## src/hdl/blca_pkg.sv

```systemverilog
package blca_pkg;

    localparam int NODE_W  = 15;
    localparam int LEN_W   = 16;
    localparam int TOTAL_W = 40;

    localparam logic [LEN_W-1:0]   LEN_MAX   = 16'hFFFE;
    localparam logic [TOTAL_W-1:0] TOTAL_MAX = 40'hFF_FFFF_FFFF;

    typedef enum logic [1:0] {
        OP_LOAD  = 2'd0,
        OP_BUILD = 2'd1,
        OP_QUERY = 2'd2
    } op_t;

    typedef enum logic [4:0] {
        S_IDLE,
        S_DISPATCH,
        S_LOAD,
        S_B_INIT,
        S_B_RD1,
        S_B_RD2,
        S_B_WR,
        S_Q_DEPTH,
        S_Q_SWAP,
        S_Q_LIFT,
        S_Q_LIFT_A,
        S_Q_LIFT_D,
        S_Q_EQ,
        S_Q_CL_RD,
        S_Q_CL_CMP,
        S_Q_PAR,
        S_Q_PAR_D,
        S_Q_ANC_D,
        S_Q_LEN,
        S_DONE
    } state_t;

    typedef struct packed {
        logic capture;
        logic load_wr;
        logic build_init;
        logic build_wr;
        logic anc_rd_x;
        logic anc_rd_up;
        logic dep_rd_cur;
        logic q_swap;
        logic lvl_dec;
        logic lvl_top;
        logic lift_take;
        logic lift_depth;
        logic eq_hit;
        logic cl_step;
        logic par_take;
        logic anc_depth;
        logic calc_len;
        logic finish;
    } cmd_t;

    typedef struct packed {
        logic op_load;
        logic op_build;
        logic op_query;
        logic build_empty;
        logic build_last;
        logic lift_cond;
        logic lvl_zero;
        logic a_eq_b;
    } status_t;

endpackage

```

## src/hdl/blca_ctrl.sv

```systemverilog
module blca_ctrl (
    input  logic               clk,
    input  logic               rst_n,
    input  logic               start,
    input  blca_pkg::status_t  sts,
    output blca_pkg::cmd_t     cmd,
    output logic               busy
);

    blca_pkg::state_t state_reg;
    blca_pkg::state_t state_next;

    always_ff @(posedge clk or negedge rst_n)
    begin
        if (!rst_n)
        begin
            state_reg <= blca_pkg::S_IDLE;
        end
        else
        begin
            state_reg <= state_next;
        end
    end

    always_comb
    begin
        state_next = state_reg;
        cmd        = '0;
        case (state_reg)
            blca_pkg::S_IDLE:
            begin
                if (start)
                begin
                    cmd.capture = 1'b1;
                    state_next  = blca_pkg::S_DISPATCH;
                end
            end
            blca_pkg::S_DISPATCH:
            begin
                if (sts.op_load)
                    state_next = blca_pkg::S_LOAD;
                else if (sts.op_build)
                    state_next = blca_pkg::S_B_INIT;
                else if (sts.op_query)
                    state_next = blca_pkg::S_Q_DEPTH;
                else
                    state_next = blca_pkg::S_DONE;
            end
            blca_pkg::S_LOAD:
            begin
                cmd.load_wr = 1'b1;
                state_next  = blca_pkg::S_DONE;
            end
            blca_pkg::S_B_INIT:
            begin
                cmd.build_init = 1'b1;
                state_next = sts.build_empty ? blca_pkg::S_DONE : blca_pkg::S_B_RD1;
            end
            blca_pkg::S_B_RD1:
            begin
                cmd.anc_rd_x = 1'b1;
                state_next   = blca_pkg::S_B_RD2;
            end
            blca_pkg::S_B_RD2:
            begin
                cmd.anc_rd_up = 1'b1;
                state_next    = blca_pkg::S_B_WR;
            end
            blca_pkg::S_B_WR:
            begin
                cmd.build_wr = 1'b1;
                state_next = sts.build_last ? blca_pkg::S_DONE : blca_pkg::S_B_RD1;
            end
            blca_pkg::S_Q_DEPTH:
            begin
                cmd.dep_rd_cur = 1'b1;
                state_next     = blca_pkg::S_Q_SWAP;
            end
            blca_pkg::S_Q_SWAP:
            begin
                cmd.q_swap  = 1'b1;
                cmd.lvl_top = 1'b1;
                state_next  = blca_pkg::S_Q_LIFT;
            end
            blca_pkg::S_Q_LIFT:
            begin
                if (sts.lift_cond)
                    state_next = blca_pkg::S_Q_LIFT_A;
                else if (sts.lvl_zero)
                    state_next = blca_pkg::S_Q_EQ;
                else
                    cmd.lvl_dec = 1'b1;
            end
            blca_pkg::S_Q_LIFT_A:
            begin
                cmd.lift_take = 1'b1;
                state_next    = blca_pkg::S_Q_LIFT_D;
            end
            blca_pkg::S_Q_LIFT_D:
            begin
                cmd.lift_depth = 1'b1;
                if (sts.lvl_zero)
                begin
                    state_next = blca_pkg::S_Q_EQ;
                end
                else
                begin
                    cmd.lvl_dec = 1'b1;
                    state_next  = blca_pkg::S_Q_LIFT;
                end
            end
            blca_pkg::S_Q_EQ:
            begin
                if (sts.a_eq_b)
                begin
                    cmd.eq_hit = 1'b1;
                    state_next = blca_pkg::S_Q_LEN;
                end
                else
                begin
                    cmd.lvl_top = 1'b1;
                    state_next  = blca_pkg::S_Q_CL_RD;
                end
            end
            blca_pkg::S_Q_CL_RD:
            begin
                state_next = blca_pkg::S_Q_CL_CMP;
            end
            blca_pkg::S_Q_CL_CMP:
            begin
                cmd.cl_step = 1'b1;
                if (sts.lvl_zero)
                begin
                    state_next = blca_pkg::S_Q_PAR;
                end
                else
                begin
                    cmd.lvl_dec = 1'b1;
                    state_next  = blca_pkg::S_Q_CL_RD;
                end
            end
            blca_pkg::S_Q_PAR:
            begin
                state_next = blca_pkg::S_Q_PAR_D;
            end
            blca_pkg::S_Q_PAR_D:
            begin
                cmd.par_take = 1'b1;
                state_next   = blca_pkg::S_Q_ANC_D;
            end
            blca_pkg::S_Q_ANC_D:
            begin
                cmd.anc_depth = 1'b1;
                state_next    = blca_pkg::S_Q_LEN;
            end
            blca_pkg::S_Q_LEN:
            begin
                cmd.calc_len = 1'b1;
                state_next   = blca_pkg::S_DONE;
            end
            blca_pkg::S_DONE:
            begin
                cmd.finish = 1'b1;
                state_next = blca_pkg::S_IDLE;
            end
            default:
            begin
                state_next = blca_pkg::S_IDLE;
            end
        endcase
    end

    assign busy = (state_reg != blca_pkg::S_IDLE);

endmodule

```

## config.mk

```make
export PLATFORM = sky130hd
export DESIGN_NAME = blca_ctrl
export DESIGN_NICKNAME = d
export VERILOG_FILES = /design/src/hdl/blca_pkg.sv /design/src/hdl/blca_ctrl.sv
export SDC_FILE = /design/constraint.sdc
export NUM_CORES = 1
export LEC_CHECK = 0
export BUFFER_PORTS_ARGS = -buffer_cell sky130_fd_sc_hd__clkbuf_2
export CORE_UTILIZATION = 41
export DETAILED_ROUTE_END_ITERATION = 10
export MAX_ROUTING_LAYER = met4
export PLACE_DENSITY = 0.74
export SYNTH_ARGS = -nofsm -noshare
export SYNTH_HDL_FRONTEND = slang
export SYNTH_SLANG_ARGS = --single-unit
```

## constraint.sdc

```tcl
create_clock -name clk -period 1.45 [get_ports clk]
set_clock_uncertainty 0.1 [all_clocks]
set_input_delay 0.29 -clock clk [delete_from_list [all_inputs] [get_ports clk]]
set_output_delay 0.29 -clock clk [all_outputs]
set_load 0.05 [all_outputs]
```

==> out/qor.csv, run 1 <==
stage,metric,value,unit
logic_synthesis,syn_area_per_cell,6.837,sq um
logic_synthesis,ys_seq_area_share,18.48,%
run_status,stop_stage,4_1_cts,
cts,cts_buffers,3,
logic_synthesis,syn_inst,99,
logic_synthesis,synth_area_leaders,"dfrtp_1 18%, nor2_1 8.9%, nor3_1 5.9%",
placed_design,hpwl,2.065,mm
cts,cts.sinks,5,
logic_synthesis,yosysTopAreaCellShare,18.48,%
cts,cts_hold_buf,1,
logic_synthesis,synth.distinct_cells,37,
die,rows,14,
die,die_y,42.63,um
cts,ctsResizeCount,78,
logic_synthesis,synth-simple-area-share,45.66,%
logic_synthesis,synth-xor-area-share,0,%
die,dieWidth,42.63,um
logic_synthesis,syn-cell-area,676.9,sq um
cts,h-tree-depth,1,
logic_synthesis,synth_area_leader_cell,dfrtp_1,
logic_synthesis,synth_fa_ha_area_share,0,%
logic_synthesis,synth_top_family_by_area,simple AND/OR/NAND/NOR gates,
logic_synthesis,synthMuxAreaShare,0,%
run_status,status,did not finish,
cts,ctsLongestPathBuffers,2,
cts,postCtsSetupBuffers,11,
cts,cts_root_buf,clkbuf_4,
placed_design,place_congestion,1.007,
die,initial_core_util,44.42,%
logic_synthesis,ys_seq_elements,5,
run_status,firstError,"[ERROR DPL-0038] Utilization greater than 100%, impossible to legalize",
die,io_pins,30,
logic_synthesis,synth_nets,110,
logic_synthesis,synth_compound_area_share,27.36,%
logic_synthesis,yosysWarnings,0,
placed_design,portBuffers,29,
placed_design,place_area,0.001225,sq mm
synthesized netlist by cell type:
| cell | instances |
|---|---|
| nor2_1 | 16 |
| nand2_1 | 10 |
| nor3_1 | 8 |
| a21oi_1 | 7 |
| dfrtp_1 | 5 |
| buf_2 | 4 |
| nand3_1 | 4 |
| nor2b_1 | 4 |
| o21ai_0 | 4 |
| nand2b_1 | 3 |
| a31oi_1 | 2 |
| and2_1 | 2 |
| and2b_1 | 2 |
| buf_6 | 2 |
| inv_2 | 2 |
| nand4_1 | 2 |
| o211ai_1 | 2 |
| a211oi_1 | 1 |
| a221oi_2 | 1 |
| a22o_4 | 1 |
| a22oi_1 | 1 |
| a311o_1 | 1 |
| a31oi_2 | 1 |
| a32o_1 | 1 |
| a32oi_1 | 1 |
| and3_1 | 1 |
| and4_1 | 1 |
| clkbuf_1 | 1 |
| inv_1 | 1 |
| nand3b_1 | 1 |
| nor2_2 | 1 |
| nor2_4 | 1 |
| nor3_2 | 1 |
| o21ai_1 | 1 |
| o41ai_1 | 1 |
| or3_1 | 1 |
| or3b_4 | 1 |
metrics by stage:
step                      std cells  setup slack [ns]  util [%]  hold slack, ns  setup TNS [ns]
after floorplan                  99           -0.3335         -         -0.1056          -3.576
after global placement          173           -0.2907     80.38        0.008889          -5.500
after detailed placement        173           -0.3004     80.38         0.01284          -5.735
cells by family after synthesis:
kind of cell,after synthesis
and+or+nand+nor,59
AOI/OAI and AO/OA,25
buffers and inverters,10
DFF,5
==> run 2, diff against run 1 <==
--- a/config.mk
+++ b/config.mk
@@ -6,10 +6,10 @@
 export NUM_CORES = 1
 export LEC_CHECK = 0
 export BUFFER_PORTS_ARGS = -buffer_cell sky130_fd_sc_hd__clkbuf_2
-export CORE_UTILIZATION = 41
+export CORE_AREA = 2 2 63 65
 export DETAILED_ROUTE_END_ITERATION = 10
-export MAX_ROUTING_LAYER = met4
-export PLACE_DENSITY = 0.74
+export DIE_AREA = 0 0 65 67
+export PLACE_DENSITY_LB_ADDON = 0.15
 export SYNTH_ARGS = -nofsm -noshare
 export SYNTH_HDL_FRONTEND = slang
 export SYNTH_SLANG_ARGS = --single-unit
==> constraint.sdc (replaced) <==
create_clock -name clk -period 1.9 [get_ports clk]
set_clock_uncertainty 0.1 [all_clocks]
set_input_delay 0.38 -clock clk [delete_from_list [all_inputs] [get_ports clk]]
set_output_delay 0.38 -clock clk [all_outputs]
set_load 0.05 [all_outputs]
==> run 2 against run 1 <==
The flow now finishes, with violations (setup timing). Synthesized cell count unchanged. Area after synthesis is the same.
==> out/qor.csv, run 2 <==
stage,metric,value,unit
final_layout,final_common_cell,buf_4,
final_layout,final_cell_mix,"21 x buf_4, 12 x clkbuf_2, 9 x nor2_4",
min_path,min_to,state_reg[4]$_DFFE_PN0P_,
logic_synthesis,syn_area_per_cell,6.837,sq um
setup_path,cpPeakStageDelay,0.47,ns
grt,track_usage,12.45,%
die,dieArea,0.004355,sq mm
job,maxCapViolations,0,
grt,grt_pass1_wl,4.236,mm
min_path,worstHoldStart,sts[5],
final_layout,largest_reg_flops,5,
min_path,worst_hold_path.num_cells,2,
final_layout,final_core_utilization,39.21,%
final_layout,final_cells,197,
routing,vias,917,
sta,post-route-period-util,102.2,%
logic_synthesis,synth_area_leader_cell,dfrtp_1,
sta,relSlewSlack,80.21,%
setup_path,path_buf_inv,1,
min_path,hp-class,in -> reg,
cts,cts_tree,built,
setup_path,worstSetupEndpointType,output pin,
sta,whs,0.3222,ns
grt,grt_pass1_vias,931,
logic_synthesis,synth_area_leaders,"dfrtp_1 18%, nor2_1 8.9%, nor3_1 5.9%",
logic_synthesis,synth_commonest_cells,"16 x nor2_1, 10 x nand2_1, 8 x nor3_1",
placed_design,place_ws,0.09901,ns
cts,h-tree-depth,1,
sta,drv_slew,0,
cts,cts.sinks,5,
routing,wl,2.533,mm
cts,cts_buffers,3,
routing,firstDrtPassIters,4,
setup_path,arrival,1.46,ns
sta,finalSetupViolCount,3,
logic_synthesis,yosysTopAreaCellShare,18.48,%
final_layout,synthToLayoutAreaGrowth,108.9,%
routing,drc,0,
setup_path,reg2reg_from,state_reg[0]$_DFFE_PN0P_,
die,die_y,67,um
cts,ctsLongestPathBuffers,2,
sta,fmax,514.9,MHz
placed_design,place_area,0.001105,sq mm
logic_synthesis,synth_nets,110,
routing,vias_per_cell,4.655,
grt,grt_overflow,0,
logic_synthesis,syn-cell-area,676.9,sq um
power,p_leak,0.5621,nW
setup_path,r2r_cells,7,
final_layout,antenna_cells,0,
die,io_pins,30,
cts,cts_root_buf,clkbuf_8,
setup_path,r2r_end,state_reg[4]$_DFFE_PN0P_,
logic_synthesis,ys_seq_area_share,18.48,%
logic_synthesis,yosysMostFrequentCell,nor2_1,
power,power.density,1557,mW/mm^2
setup_path,start_kind,flip-flop,
sta,period_needed,1.942,ns
placed_design,hpwl,2.035,mm
power,vdd_drop_max,427.7,uV
placed_design,place_congestion,0.8358,
die,core,0.003606,sq mm
logic_synthesis,synth.distinct_cells,37,
sta,tightestPinTransition,0.2937,ns
die,initial_core_util,18.77,%
logic_synthesis,ys_seq_elements,5,
setup_path,crit_fanout,6,
setup_path,path_delay_family,simple AND/OR/NAND/NOR gates,
setup_path,worstPathRequired,1.42,ns
setup_path,worstPathCellList,or3b_4 -> nor3_4 -> buf_12,
die,dieWidth,65,um
sta,rsz0062_at_grt,yes,
placed_design,portBuffers,29,
logic_synthesis,yosysWarnings,0,
placed_design,placed_cells,185,
final_layout,final_area,0.001414,sq mm
logic_synthesis,syn_inst,99,
routing,drt.antenna.violating_nets,0,
die,rows,22,
logic_synthesis,synth_ff_type,dfrtp_1,
run_status,violations,setup timing,
routing,drt_iter0_drc,14,
cts,insertion_delay,0.22,ns
setup_path,critPathLaunch,state_reg[0]$_DFFE_PN0P_,
final_layout,layout.nets,161,
grt,grt_start_max_net_pins,10,
routing,wl_per_cell,12.86,um
logic_synthesis,synth_edf_count,0,
cts,clk_pin_slew_worst_paths,0.04,ns
setup_path,critPathSlowestCell,or3b_4,
grt,antenna_found_initial,0,
setup_path,r2r_setup_slack,0.16,ns
sta,setup_slack,-0.04223,ns
final_layout,drive_above_1_share,63.76,%
setup_path,critPathKind,reg -> out,
run_status,status,"complete, but fails checks",
sta,hold_viol_final,0,
logic_synthesis,async_flop_share,100.0,%
run 2: worst max-delay path by stage:
| stage | endpoint | slack [ns] | cells after the start |
|---|---|---|---|
| after floorplan | cmd[16] | -0.11 | 3 |
| after global placement | cmd[14] | 0.11 | 3 |
| after detailed placement | cmd[9] | 0.1 | 6 |
| after CTS | cmd[9] | -0.08 | 6 |
| after global routing | cmd[16] | -0.09 | 3 |
| final | cmd[16] | -0.04 | 3 |
run 2: cell families (layout without fill, tap and decap cells):
| logic type | Yosys count | after routing | synth area share [%] |
|---|---|---|---|
| flops | 5 | 5 | 18.48 |
| compound gates | 25 | 25 | 27.36 |
| buf+inv | 10 | 60 | 8.502 |
| simple gates | 59 | 59 | 45.66 |
run 2: per-stage QoR:
stage                TNS, ns  total power [mW]
global route         -0.3617             2.356
floorplan            -0.1205             1.223
finish              -0.06458             2.201
CTS                  -0.2197             2.057
global placement           0             1.669
detailed placement         0             1.666
run 2: layout make-up:
cell class	instances	area (sq um)
fill	372	2192
multi-input combinational	84	643.1
timing repair buffer	53	523.0
sequential	5	131.4
tap	48	60.06
clock buffer	4	45.04
inverter	3	11.26
run 2: repair_timing:
action                                 CTS  global route
setup endpoints to repair               18            18
gates resized for setup                 33            26
buffers inserted                         3             4
hold buffers                             1             0
endpoints found under the hold margin    5             0
pin swaps                                3             6
run 2: layer usage:
metal  share of wire, %  wire, um  track usage, %
met4                  0         0           2.394
met2                 51      1304           22.29
met1                 44      1112           15.70
met5                  0         0               0
met3                4.6       116           2.027
run 2: power breakdown:
group	internal, mW	switching [mW]
logic	0.731	1.03
clock network	0.144	0.0508
registers	0.167	0.0812
Note: power is estimated with default switching activity, not from simulation.
